===== src/rtl/core/b64dec_pkg.sv =====
`default_nettype none
package b64dec_pkg;

  localparam logic [7:0] CODE_BAD = 8'hFF;
  localparam logic [7:0] CODE_PAD = 8'hFE;

  localparam logic [11:0] MAX_BYTES_RESET = 12'd64;

  localparam int QDEPTH = 4;
  localparam int QAW    = $clog2(QDEPTH);
  localparam int QCW    = $clog2(QDEPTH + 1);

  // One queued job: every result that a single character causes.
  typedef struct packed {
    logic [2:0][7:0] bytes;
    logic [1:0]      nbytes;
    logic            has_status;
    logic            err;
    logic [11:0]     base;
  } job_t;

  function automatic logic [7:0] sextet_of(input logic [7:0] ch);
    logic [7:0] code;
    code = CODE_BAD;
    if (ch inside {[8'h41:8'h5A]}) begin
      code = ch - 8'h41;
    end else if (ch inside {[8'h61:8'h7A]}) begin
      code = ch - 8'h61 + 8'd26;
    end else if (ch inside {[8'h30:8'h39]}) begin
      code = ch - 8'h30 + 8'd52;
    end else if (ch == 8'h2B) begin
      code = 8'd62;
    end else if (ch == 8'h2F) begin
      code = 8'd63;
    end else if (ch == 8'h3D) begin
      code = CODE_PAD;
    end
    return code;
  endfunction

endpackage
`default_nettype wire


===== src/rtl/core/b64dec_char_if.sv =====
`default_nettype none
interface b64dec_char_if;
  logic       valid;
  logic       ready;
  logic [7:0] in_char;
  logic       last_char;

  modport source (output valid, output in_char, output last_char, input ready);
  modport sink   (input valid, input in_char, input last_char, output ready);
endinterface
`default_nettype wire


===== src/rtl/core/b64dec_res_if.sv =====
`default_nettype none
interface b64dec_res_if;
  logic        valid;
  logic        ready;
  logic [7:0]  out_byte;
  logic        is_status;
  logic        decode_error;
  logic [11:0] byte_count;
  logic        last_of_run;

  modport source (output valid, output out_byte, output is_status, output decode_error,
                  output byte_count, output last_of_run, input ready);
  modport sink   (input valid, input out_byte, input is_status, input decode_error,
                  input byte_count, input last_of_run, output ready);
endinterface
`default_nettype wire


===== src/rtl/core/b64dec_front.sv =====
`default_nettype none
module b64dec_front
  import b64dec_pkg::*;
(
  input  wire logic        clk,
  input  wire logic        rst,
  b64dec_char_if.sink      chars,
  input  wire logic        cfg_we,
  input  wire logic [11:0] cfg_wdata,
  input  wire logic        q_full,
  output      logic        push,
  output      job_t        job
);

  logic [11:0] max_bytes;
  logic [17:0] sextets;
  logic [2:0]  pad_marks;
  logic [1:0]  pos;
  logic [11:0] bytes_emitted;
  logic        err;

  logic [17:0] sextets_next;
  logic [2:0]  pad_marks_next;
  logic [1:0]  pos_next;
  logic [11:0] bytes_emitted_next;
  logic        err_next;

  logic        accept;
  logic [7:0]  code;
  logic        is_bad;
  logic        is_pad;
  logic [5:0]  val;
  logic        pad2;
  logic [1:0]  cnt;
  logic [1:0]  n;
  logic [12:0] room1;
  logic [12:0] room2;
  logic [12:0] room3;
  logic        ok1;
  logic        ok2;
  logic        ok3;
  logic        err_a;
  logic        err_b;
  logic        err_c;
  logic        err_final;

  assign chars.ready = !q_full;
  assign accept      = chars.valid && chars.ready;

  assign code   = sextet_of(chars.in_char);
  assign is_bad = (code == CODE_BAD);
  assign is_pad = (code == CODE_PAD);
  assign val    = (is_bad || is_pad) ? 6'd0 : code[5:0];
  assign pad2   = pad_marks[2];

  assign room1 = {1'b0, bytes_emitted} + 13'd1;
  assign room2 = {1'b0, bytes_emitted} + 13'd2;
  assign room3 = {1'b0, bytes_emitted} + 13'd3;
  assign ok1   = room1 <= {1'b0, max_bytes};
  assign ok2   = room2 <= {1'b0, max_bytes};
  assign ok3   = room3 <= {1'b0, max_bytes};

  always_comb begin
    sextets_next       = sextets;
    pad_marks_next     = pad_marks;
    pos_next           = pos;
    cnt                = 2'd0;
    n                  = 2'd0;
    err_a              = err || is_bad || (is_pad && (pos < 2'd2));
    err_b              = err_a;
    job.bytes[0]       = {sextets[17:12], sextets[11:10]};
    job.bytes[1]       = {sextets[9:6], sextets[5:2]};
    job.bytes[2]       = {sextets[1:0], val};
    if (pos != 2'd3) begin
      sextets_next = {sextets[11:0], val};
      if (is_pad) begin
        pad_marks_next = pad_marks | (3'd1 << pos);
      end
      pos_next = pos + 2'd1;
    end else begin
      err_b = err_a || (pad2 && !is_pad);
      cnt   = pad2 ? 2'd1 : (is_pad ? 2'd2 : 2'd3);
      if (!err_b) begin
        // Bytes stop at the first one that would overrun the capacity.
        if (!ok1) begin
          n = 2'd0;
        end else if (cnt == 2'd1 || !ok2) begin
          n = 2'd1;
        end else if (cnt == 2'd2 || !ok3) begin
          n = 2'd2;
        end else begin
          n = 2'd3;
        end
      end
      sextets_next   = '0;
      pad_marks_next = '0;
      pos_next       = 2'd0;
    end
    err_c              = err_b || (!err_b && (n < cnt));
    err_final          = err_c || (pos_next != 2'd0);
    bytes_emitted_next = bytes_emitted + {10'd0, n};
    err_next           = err_c;
    if (chars.last_char) begin
      sextets_next       = '0;
      pad_marks_next     = '0;
      pos_next           = 2'd0;
      bytes_emitted_next = '0;
      err_next           = 1'b0;
    end
    job.nbytes     = n;
    job.has_status = chars.last_char;
    job.err        = err_final;
    job.base       = bytes_emitted;
  end

  assign push = accept && ((n != 2'd0) || chars.last_char);

  always_ff @(posedge clk) begin
    if (rst) begin
      max_bytes     <= MAX_BYTES_RESET;
      sextets       <= '0;
      pad_marks     <= '0;
      pos           <= '0;
      bytes_emitted <= '0;
      err           <= 1'b0;
    end else begin
      if (cfg_we) begin
        max_bytes <= cfg_wdata;
      end
      if (accept) begin
        sextets       <= sextets_next;
        pad_marks     <= pad_marks_next;
        pos           <= pos_next;
        bytes_emitted <= bytes_emitted_next;
        err           <= err_next;
      end
    end
  end

endmodule
`default_nettype wire


===== src/rtl/core/b64dec_queue.sv =====
`default_nettype none
module b64dec_queue
  import b64dec_pkg::*;
(
  input  wire logic clk,
  input  wire logic rst,
  input  wire logic push,
  input  wire job_t push_job,
  output      logic full,
  input  wire logic pop,
  output      logic head_valid,
  output      job_t head_job
);

  job_t           mem [QDEPTH];
  logic [QAW-1:0] wr_ptr;
  logic [QAW-1:0] rd_ptr;
  logic [QCW-1:0] count;
  logic           do_push;
  logic           do_pop;

  assign full       = (count == QCW'(QDEPTH));
  assign head_valid = (count != '0);
  assign head_job   = mem[rd_ptr];
  assign do_push    = push && !full;
  assign do_pop     = pop && head_valid;

  always_ff @(posedge clk) begin
    if (do_push) begin
      mem[wr_ptr] <= push_job;
    end
  end

  always_ff @(posedge clk) begin
    if (rst) begin
      wr_ptr <= '0;
      rd_ptr <= '0;
      count  <= '0;
    end else begin
      if (do_push) begin
        wr_ptr <= wr_ptr + QAW'(1);
      end
      if (do_pop) begin
        rd_ptr <= rd_ptr + QAW'(1);
      end
      if (do_push && !do_pop) begin
        count <= count + QCW'(1);
      end else if (do_pop && !do_push) begin
        count <= count - QCW'(1);
      end
    end
  end

endmodule
`default_nettype wire


===== src/rtl/core/b64dec_back.sv =====
`default_nettype none
module b64dec_back
  import b64dec_pkg::*;
(
  input  wire logic   clk,
  input  wire logic   rst,
  input  wire logic   head_valid,
  input  wire job_t   head_job,
  output      logic   pop,
  b64dec_res_if.source results
);

  logic [1:0]  idx;
  logic [2:0]  total;
  logic        is_last_res;
  logic        load;
  logic        is_byte;
  logic [7:0]  sel_byte;
  logic [11:0] sel_count;

  assign total       = {1'b0, head_job.nbytes} + {2'b0, head_job.has_status};
  assign is_last_res = ({1'b0, idx} + 3'd1) == total;
  assign load        = head_valid && (!results.valid || results.ready);
  assign pop         = load && is_last_res;
  assign is_byte     = idx < head_job.nbytes;

  always_comb begin
    case (idx)
      2'd0:    sel_byte = head_job.bytes[0];
      2'd1:    sel_byte = head_job.bytes[1];
      2'd2:    sel_byte = head_job.bytes[2];
      default: sel_byte = 8'd0;
    endcase
    if (is_byte) begin
      sel_count = head_job.base + {10'd0, idx} + 12'd1;
    end else begin
      sel_count = head_job.base + {10'd0, head_job.nbytes};
    end
  end

  always_ff @(posedge clk) begin
    if (load) begin
      results.out_byte     <= is_byte ? sel_byte : 8'd0;
      results.is_status    <= !is_byte;
      results.decode_error <= !is_byte && head_job.err;
      results.byte_count   <= sel_count;
      results.last_of_run  <= is_last_res;
    end
  end

  always_ff @(posedge clk) begin
    if (rst) begin
      results.valid <= 1'b0;
      idx           <= '0;
    end else begin
      if (load) begin
        results.valid <= 1'b1;
        idx           <= is_last_res ? 2'd0 : idx + 2'd1;
      end else if (results.ready) begin
        results.valid <= 1'b0;
      end
    end
  end

endmodule
`default_nettype wire


===== src/rtl/core/base64_stream_decoder.sv =====
`default_nettype none
// Channel   Direction  Beat contents
// chars     in         in_char, last_char
// results   out        out_byte, is_status, decode_error, byte_count, last_of_run
// cfg       in         cfg_we, cfg_wdata (max_bytes)
//
// A character is taken every cycle while the four-entry job queue has room.
// The result side moves one beat per cycle out of its output register when
// results.ready allows; a character that completes a group yields up to four beats.
// Reset is synchronous; it sets max_bytes to 64 and empties the queue.
// A stall on results fills the queue and then holds chars.ready low.
module base64_stream_decoder
  import b64dec_pkg::*;
(
  input  wire logic        clk,
  input  wire logic        rst,
  b64dec_char_if.sink      chars,
  b64dec_res_if.source     results,
  input  wire logic        cfg_we,
  input  wire logic [11:0] cfg_wdata
);

  logic q_full;
  logic push;
  job_t push_job;
  logic pop;
  logic head_valid;
  job_t head_job;

  b64dec_front u_front (
    .clk       (clk),
    .rst       (rst),
    .chars     (chars),
    .cfg_we    (cfg_we),
    .cfg_wdata (cfg_wdata),
    .q_full    (q_full),
    .push      (push),
    .job       (push_job)
  );

  b64dec_queue u_queue (
    .clk        (clk),
    .rst        (rst),
    .push       (push),
    .push_job   (push_job),
    .full       (q_full),
    .pop        (pop),
    .head_valid (head_valid),
    .head_job   (head_job)
  );

  b64dec_back u_back (
    .clk        (clk),
    .rst        (rst),
    .head_valid (head_valid),
    .head_job   (head_job),
    .pop        (pop),
    .results    (results)
  );

  a_no_push_when_full: assert property (@(posedge clk) disable iff (rst)
    push |-> !q_full) else $error("job pushed into a full queue");

  a_status_ends_run: assert property (@(posedge clk) disable iff (rst)
    (results.valid && results.is_status) |-> results.last_of_run)
    else $error("status beat not marked as last of run");

  a_error_only_in_status: assert property (@(posedge clk) disable iff (rst)
    (results.valid && results.decode_error) |-> results.is_status)
    else $error("error flag on a data beat");

  a_status_byte_zero: assert property (@(posedge clk) disable iff (rst)
    (results.valid && results.is_status) |-> (results.out_byte == 8'd0))
    else $error("status beat carries a nonzero byte");

  a_pop_only_with_head: assert property (@(posedge clk) disable iff (rst)
    pop |-> head_valid) else $error("queue popped while empty");

endmodule
`default_nettype wire

===== src/flat_wrapper.sv =====
// flat-port wrapper written by rule: the top's interface ports become plain ports
module base64_stream_decoder_flat import b64dec_pkg::*;
  (clk, rst, cfg_we, cfg_wdata, chars_valid, chars_in_char, chars_last_char, chars_ready, results_valid, results_out_byte, results_is_status, results_decode_error, results_byte_count, results_last_of_run, results_ready);
  b64dec_char_if chars_i ();
  b64dec_res_if results_i ();
  input  wire logic clk;
  input  wire logic rst;
  input  wire logic cfg_we;
  input  wire logic [11:0] cfg_wdata;
  input wire logic [$bits(chars_i.valid)-1:0] chars_valid;
  input wire logic [$bits(chars_i.in_char)-1:0] chars_in_char;
  input wire logic [$bits(chars_i.last_char)-1:0] chars_last_char;
  output wire logic [$bits(chars_i.ready)-1:0] chars_ready;
  output wire logic [$bits(results_i.valid)-1:0] results_valid;
  output wire logic [$bits(results_i.out_byte)-1:0] results_out_byte;
  output wire logic [$bits(results_i.is_status)-1:0] results_is_status;
  output wire logic [$bits(results_i.decode_error)-1:0] results_decode_error;
  output wire logic [$bits(results_i.byte_count)-1:0] results_byte_count;
  output wire logic [$bits(results_i.last_of_run)-1:0] results_last_of_run;
  input wire logic [$bits(results_i.ready)-1:0] results_ready;
  assign chars_i.valid = chars_valid;
  assign chars_i.in_char = chars_in_char;
  assign chars_i.last_char = chars_last_char;
  assign chars_ready = chars_i.ready;
  assign results_valid = results_i.valid;
  assign results_out_byte = results_i.out_byte;
  assign results_is_status = results_i.is_status;
  assign results_decode_error = results_i.decode_error;
  assign results_byte_count = results_i.byte_count;
  assign results_last_of_run = results_i.last_of_run;
  assign results_i.ready = results_ready;
  base64_stream_decoder u_core (.clk(clk), .rst(rst), .chars(chars_i), .results(results_i), .cfg_we(cfg_we), .cfg_wdata(cfg_wdata));
endmodule

===== config.mk =====
export PLATFORM = sky130hd
export DESIGN_NAME = base64_stream_decoder_flat
export DESIGN_NICKNAME = d
export VERILOG_FILES = /design/src/rtl/core/b64dec_pkg.sv /design/src/rtl/core/b64dec_char_if.sv /design/src/rtl/core/b64dec_res_if.sv /design/src/rtl/core/b64dec_front.sv /design/src/rtl/core/b64dec_queue.sv /design/src/rtl/core/b64dec_back.sv /design/src/rtl/core/base64_stream_decoder.sv /design/src/flat_wrapper.sv
export SDC_FILE = /design/constraint.sdc
export NUM_CORES = 1
export LEC_CHECK = 0
export ABC_AREA = 1
export BUFFER_PORTS_ARGS = -buffer_cell sky130_fd_sc_hd__buf_2
export CORE_AREA = 2 2 217 219
export CTS_BUF_LIST = sky130_fd_sc_hd__clkbuf_8
export CTS_CLUSTER_SIZE = 8
export DETAILED_ROUTE_END_ITERATION = 8
export DIE_AREA = 0 0 219 221
export HOLD_SLACK_MARGIN = 0.08
export PLACE_DENSITY_LB_ADDON = 0.2
export SLEW_MARGIN = 20
export SYNTH_ARGS = -nofsm -noshare
export SYNTH_HDL_FRONTEND = slang
export SYNTH_SLANG_ARGS = --single-unit
export TNS_END_PERCENT = 20

===== constraint.sdc =====
create_clock -name clk -period 5.3 [get_ports clk]
set_clock_uncertainty 0.1 [all_clocks]
set_input_delay 0.265 -clock clk [delete_from_list [all_inputs] [get_ports clk]]
set_output_delay 0.265 -clock clk [all_outputs]
set_load 0.1 [all_outputs]

==> impl_metrics.env, run 1 <==
export IMPL_status="finished, final reports clean"
export IMPL_cp_max_fo=10
export IMPL_yosysWarnings=0
export IMPL_grt_pass1_vias=8426
export IMPL_first_iter_violations=375
export IMPL_post_cts_buffers=0
export IMPL_grt_pass1_wl_mm=48.0
export IMPL_clkTransAtPathRegs_ns=0.06
export IMPL_synth_top_area_share_pct=46.2
export IMPL_fin_crit_ns=4.79
export IMPL_multiInputGateArea_um2=4660
export IMPL_slowest_stage="nor4_1"
export IMPL_ios=51
export IMPL_wirelength_mm=30.2
export IMPL_antenna_cells=0
export IMPL_antenna_found_initial=0
export IMPL_hold_viol_final=0
export IMPL_leakagePower_nw=5.43
export IMPL_dr_pass1_iters=5
export IMPL_synth_cell_type_count=53
export IMPL_fin_total_pwr_mw=6.14
export IMPL_place_congestion=0.838
export IMPL_setup_viol=0
export IMPL_synth_nets=1287
export IMPL_end_kind="flip-flop"
export IMPL_max_stage_delay_ns=0.59
export IMPL_cts_root_buf="clkbuf_8"
export IMPL_fmax_mhz=209
export IMPL_overflow=0
export IMPL_die_w_um=219
export IMPL_syn_cell_area_um2=11900
export IMPL_regArea_um2=6660
export IMPL_wire_per_inst_um=15.8
export IMPL_fin_area_um2=13900
export IMPL_die_h_um=221
export IMPL_postRouteAntennaNets=0
export IMPL_min_path_type="in -> reg"
export IMPL_clock_sinks=241
export IMPL_clk_latency_ns=0.57
export IMPL_fillCellCount=4836
export IMPL_htree_levels=2
export IMPL_ys_seq_area_share_pct=56.0
export IMPL_area_delta_synth_final_pct=17.1
export IMPL_routed_via_density=4.46
export IMPL_placed_area_um2=13000
export IMPL_powerDensity_nw_per_um2=441
export IMPL_drive_gt1_share_pct=13.5
export IMPL_critPathKind="reg -> reg"
export IMPL_dp_hpwl_mm=20.2
export IMPL_yosys_top_cells_area="edfxtp_1 46%, dfxtp_1 9.8%, ha_1 7.0%"
export IMPL_synthCells=1190
export IMPL_grt_usage_pct=12.6
export IMPL_synthArstFlopShare_pct=0
export IMPL_num_vias=8543
export IMPL_grt_setup_unrepaired="no"
export IMPL_cts_buffer_depth=3
export IMPL_die_area_um2=48400
export IMPL_ys_seq_elements=241
export IMPL_tritoncts="built"
export IMPL_arrival_ns=5.13
export IMPL_cts_buffers=41
export IMPL_worst_slew_pin_transition_ns=0.935
export IMPL_finalSetupTns_ns=0
export IMPL_cp_common_cell="nand2_1"
export IMPL_synth_avg_cell_area_um2=9.99
export IMPL_synth_area_leader_cell="edfxtp_1"
export IMPL_rows=79
export IMPL_io_buffers=50
export IMPL_max_cap_violations=0
export IMPL_fin_crit_sh_pct=90.3
export IMPL_drc_errors=0
export IMPL_cp_required_ns=5.64
export IMPL_ir_drop_mv=0.250
export IMPL_start_util_pct=25.8
export IMPL_maxSlewViolCount=0
export IMPL_hold_slack_ns=0.125
export IMPL_synthFlopType="edfxtp_1"
export IMPL_cp_start_kind="flip-flop"
export IMPL_grt_start_max_net_pins=51
export IMPL_core_area_um2=46100
export IMPL_layout_nets=1375
export IMPL_relSlewSlack_pct=37.6
export IMPL_synth_edff_count=183
synthesized netlist by cell type, types with 2 or more instances:
library cell    n
o211ai_1        2
buf_2           8
o21ai_0        91
o22ai_1        22
xnor2_1         8
clkbuf_1       27
a21oi_2         2
inv_1         104
a21oi_1        88
nor3_1         13
ha_1           67
edfxtp_1      183
xor2_1         39
nand2_2        10
o21bai_1        3
buf_4           2
fa_1            4
nand3b_1        5
o21a_1          4
or2_2           2
nand3_1        25
nor3b_1         3
nor3_2          2
nand2_1       184
o21ai_2         2
a32o_1          3
nand3_2         5
dfxtp_1        58
inv_2           8
a221oi_1        8
nor3_4          2
nor2_2          8
nand2_4         2
buf_6           2
nor2_1        147
buf_1           5
nand4_1        13
a32oi_1         7
a211oi_1        4
o21ai_1         5
layout by cell type (no fill, tap or decap), drive strengths merged, types with 4 or more instances in the layout:
cell         count
edfxtp         183
dlygate4sd3     17
dfxtp           58
nor3            17
clkbuf          46
a21oi           90
nand3           30
o21ai           98
a221oi           8
nand2          196
nand3b           5
ha              67
clkinv           4
buf             72
inv            133
xor2            39
xnor2            8
nor2           156
a32oi            7
nand4           13
o21a             4
fa               4
a211oi           5
o22ai           23
repair_timing:
item,4_1_cts,5_1_grt
gates resized for setup,0,1
hold endpoints to repair,18,0
hold buffers,17,0
setup endpoints to repair,0,1
through the flow:
| step | std cells | util [%] | setup slack [ns] |
|---|---|---|---|
| after detailed placement | 1825 | 28.1 | 0.553 |
| after global routing | 1915 | 30.2 | 0.00608 |
| after CTS | 1915 | 30.2 | 0.480 |
| final | 1915 | 30.2 | 0.513 |
| after global placement | 1825 | 28.1 | 0.638 |
| after floorplan | 1190 | - | 0.467 |
critical path: cells and delay by family, from the launching register on:
family	cells	cell delay [ns]
AND/OR/NAND/NOR	18	2.69
adder cells (fa/ha/maj)	2	0.54
flip-flops	1	0.53
AO/OA/AOI/OAI	3	0.34
XOR/XNOR	2	0.31
buffers and inverters	2	0.16
final cells by class:
class | instances | area share [%]
clock buffer | 46 | 4.55
inverter | 114 | 3.09
sequential | 241 | 47.8
multi-input combinational | 791 | 33.4
tap | 607 | 5.46
clock inverter | 27 | 1.16
timing repair buffer | 89 | 4.48
path summary, 6_finish.rpt:
check / start / endpoint / slack, ns / cells past startpoint
setup reg to reg: u_core.u_front.bytes_emitted[3] / u_core.u_front.bytes_emitted[11] / 0.51 / 27
hold / removal: rst / u_core.u_front.bytes_emitted[1] / 0.12 / 3
setup / recovery: u_core.u_front.bytes_emitted[3] / u_core.u_front.bytes_emitted[11] / 0.51 / 27
hold reg to reg: u_core.u_queue.rd_ptr[1] / flip-flop / 0.35 / 1
report_power, final:
| group | switching (mW) | total (mW) | internal, mW |
|---|---|---|---|
| clock network | 0.736 | 1.62 | 0.887 |
| logic | 1.65 | 2.11 | 0.465 |
| registers | 0.0909 | 2.41 | 2.32 |
state kept, by name, indices dropped and copies added, names as in the netlist, named ones only:
| register | cells |
|---|---|
| u_core.u_queue.mem | 160 |
| u_core.u_front.sextets | 18 |
| u_core.u_back.results.byte_count | 12 |
| u_core.u_front.bytes_emitted | 12 |
| u_core.u_front.max_bytes | 12 |
| u_core.u_back.results.out_byte | 8 |
| u_core.u_queue.count | 3 |
| u_core.u_back.idx | 2 |
| u_core.u_front.pos | 2 |
| u_core.u_queue.rd_ptr | 2 |
| u_core.u_queue.wr_ptr | 2 |
| u_core.u_back.results.decode_error | 1 |
| u_core.u_back.results.is_status | 1 |
| u_core.u_back.results.last_of_run | 1 |
| u_core.u_back.results.valid | 1 |
| u_core.u_front.err | 1 |
| u_core.u_front.pad_marks | 1 |
kinds of logic (layout without fill, tap and decap cells):
group,after synthesis,count (layout),synth area share [%]
XOR/XNOR,47,47,3.46
multiplexers,1,1,0.0842
AO/OA/AOI/OAI,249,249,12.0
AND/OR/NAND/NOR,423,423,15.5
adder cells (fa/ha/maj),71,71,7.72
flip-flops,241,241,56.0
buffers and inverters,158,276,5.28
per-layer routing:
metal	wire [um]	track usage (%)	part of all wire [%]	up-vias
met5	0	0	0	-
met4	770	4.03	2.6	0
met3	1190	2.17	3.9	54
met2	13700	20.2	45	136
met1	14600	17.3	48	4056
li1	-	-	-	4297
Note: power is estimated with default switching activity, not from simulation.
==> run 2: changes to the inputs <==
Settings changed: ABC_AREA 1 to default, CORE_AREA 2 2 217 219 to 2 2 214 216, DIE_AREA 0 0 219 221 to 0 0 216 218, TNS_END_PERCENT 20 to default.
==> impl_metrics.env, run 2 <==
export IMPL_status="finished, final reports clean"
export IMPL_final_common_cell="edfxtp_1"
export IMPL_powerDensity_nw_per_um2=436
export IMPL_fin_crit_ns=4.61
export IMPL_cp_common_cell="ha_1"
export IMPL_antenna_cells=0
export IMPL_fmax_mhz=217
export IMPL_slowest_stage="dfxtp_1"
export IMPL_critPathKind="reg -> reg"
export IMPL_synth_area_leader_cell="edfxtp_1"
export IMPL_drive_gt1_share_pct=19.5
export IMPL_io_buffers=50
export IMPL_grt_pass1_wl_mm=44.3
export IMPL_final_cell_mix="183 x edfxtp_1, 75 x nor2_1, 66 x ha_1"
export IMPL_grt_pass1_vias=7562
export IMPL_clock_sinks=241
export IMPL_max_stage_delay_ns=0.42
export IMPL_wire_per_inst_um=17.3
export IMPL_cp_max_fo=10
export IMPL_end_kind="flip-flop"
export IMPL_antenna_found_initial=1
export IMPL_num_vias=7130
export IMPL_ys_seq_area_share_pct=57.8
export IMPL_cp_required_ns=5.71
export IMPL_yosys_top_cells_area="edfxtp_1 48%, dfxtp_1 10%, mux4_2 7.8%"
export IMPL_largest_reg_flops=160
export IMPL_largest_register="u_core.u_queue.mem"
export IMPL_min_to="u_core.u_front.err"
export IMPL_grt_usage_pct=12.2
export IMPL_worstPathCellList="buf_4 > ha_1 > a21oi_2 > nor2_1 > xor2_1 > ha_1 > and3_1 > nand3_1 > nor4_1 > a2bb2oi_1 > o31ai_1 > a211oi_2 > o31a_1 > ha_1 > a21o_1 > nand3_1 > or3_1 > a21oi_1"
export IMPL_leakagePower_nw=4.94
export IMPL_first_iter_violations=322
export IMPL_hold_viol_final=0
export IMPL_synthFlopType="edfxtp_1"
export IMPL_ios=51
export IMPL_cts_buffer_depth=3
export IMPL_max_cap_violations=0
export IMPL_die_h_um=218
export IMPL_fillCellCount=4621
export IMPL_die_w_um=216
export IMPL_overflow=0
export IMPL_place_congestion=0.799
export IMPL_reg2reg_from="u_core.u_front.bytes_emitted[2]"
export IMPL_cts_buffers=43
export IMPL_synth_most_common_cell="edfxtp_1"
export IMPL_fin_total_pwr_mw=5.99
export IMPL_hold_start="chars_in_char[7]"
export IMPL_rows=78
export IMPL_setup_viol=0
export IMPL_drc_errors=0
export IMPL_synth_top_area_share_pct=47.7
export IMPL_core_area_um2=44900
export IMPL_synthArstFlopShare_pct=0
export IMPL_ys_seq_elements=241
export IMPL_synth_avg_cell_area_um2=13.2
export IMPL_synth_common_cells="183 x edfxtp_1, 75 x nor2_1, 67 x ha_1"
export IMPL_postRouteAntennaNets=0
export IMPL_layout_nets=1075
export IMPL_cts_root_buf="clkbuf_8"
export IMPL_htree_levels=2
export IMPL_regToRegSetupSlack_ns=0.69
export IMPL_synth_cell_type_count=71
export IMPL_maxSlewViolCount=0
export IMPL_worst_slew_pin_transition_ns=0.990
export IMPL_grt_setup_unrepaired="no"
export IMPL_tritoncts="built"
export IMPL_largest_registers="u_core.u_queue.mem x160, u_core.u_front.sextets x18"
export IMPL_syn_cell_area_um2=11500
export IMPL_crit_family="compound AO/OA/AOI/OAI gates"
export IMPL_clkTransAtPathRegs_ns=0.06
export IMPL_relSlewSlack_pct=33.9
export IMPL_routed_via_density=4.43
export IMPL_hold_depth=5
export IMPL_dr_pass1_iters=4
export IMPL_synthCells=873
export IMPL_die_area_um2=47100
export IMPL_finalSetupTns_ns=0
export IMPL_ir_drop_mv=0.282
export IMPL_wirelength_mm=27.8
export IMPL_critical_path_buf_inv_count=1
export IMPL_r2r_end="u_core.u_front.bytes_emitted[7]"
export IMPL_finalCoreUtilization_pct=30.6
export IMPL_synth_edff_count=183
export IMPL_area_delta_synth_final_pct=19.2
export IMPL_arrival_ns=5.02
export IMPL_dp_hpwl_mm=19.0
export IMPL_hold_slack_ns=0.145
export IMPL_synth_nets=970
export IMPL_start_util_pct=25.7
export IMPL_clk_latency_ns=0.59
export IMPL_min_path_type="in -> reg"
export IMPL_cp_start_kind="flip-flop"
export IMPL_fin_crit_sh_pct=87.0
export IMPL_yosysWarnings=0
export IMPL_r2r_cells=18
export IMPL_grt_start_max_net_pins=40
## run 2: stage by stage
step / instances / instance area, um^2 / worst slack (ns)
4_1_cts: 1610 / 13700 / 0.489
5_1_grt: 1610 / 13700 / 0.108
3_5_place_dp: 1504 / 12600 / 0.507
3_3_place_gp: 1504 / 12600 / 0.564
2_1_floorplan: 873 / 11500 / 0.980
6_report: 1610 / 13700 / 0.692
## run 2: cell type report
cell class              count  area, um^2  area share [%]
clock buffers              51         702            5.11
inverters                  45         169            1.23
flip-flops and latches    241        6660            48.5
multi-input cells         545        4550            33.1
clock inverters            26         145            1.06
well taps                 600         751            5.47
repair buffers            102         763            5.56
## run 2: power by group
part | total, mW | switching (mW) | internal, mW
logic | 1.92 | 1.40 | 0.522
registers | 2.37 | 0.0999 | 2.27
clock network | 1.70 | 0.774 | 0.925
total | 5.99 | 2.27 | 3.72
## run 2: metal layers
layer	track usage (%)	routed length [um]	vias up
li1	-	-	3491
met1	16.3	13300	3466
met2	19.6	12700	127
met3	2.27	1100	44
met4	5.11	744	2
met5	0	11	-
## run 2: worst max-delay path by stage
stage                                               start                          endpoint  slack, ns  cells past startpoint
after global placement    u_core.u_front.bytes_emitted[1]  u_core.u_front.bytes_emitted[11]       0.56                     19
after floorplan           u_core.u_front.bytes_emitted[4]          u_core.u_queue.mem[0][0]       0.98                     14
final                     u_core.u_front.bytes_emitted[2]   u_core.u_front.bytes_emitted[7]       0.69                     18
after detailed placement  u_core.u_front.bytes_emitted[2]  u_core.u_front.bytes_emitted[11]       0.51                     19
after CTS                 u_core.u_front.bytes_emitted[2]  u_core.u_front.bytes_emitted[11]       0.49                     19
after global routing      u_core.u_front.bytes_emitted[3]  u_core.u_front.bytes_emitted[11]       0.11                     19
## run 2: cell families after synthesis
logic type / synth area share, %
flip-flops: 57.8
buffers and inverters: 3.00
AO/OA/AOI/OAI: 8.67
adder cells (fa/ha/maj): 7.97
XOR/XNOR: 4.33
AND/OR/NAND/NOR: 9.15
multiplexers: 9.12
## run 2: timing repair
item,CTS,global route
gates resized for setup,0,4
setup endpoints to repair,0,4
setup buffers,0,0
hold buffers,29,0
endpoints found under the hold margin,36,0
## run 2: worst reg2reg max path, delay by kind of cell (launching register included)
kind,cells,cell delay [ns]
buffers and inverters,1,0.23
adder cells (fa/ha/maj),3,0.74
AND/OR/NAND/NOR,6,1.39
XOR/XNOR,1,0.15
flip-flops,1,0.42
AO/OA/AOI/OAI,7,1.50
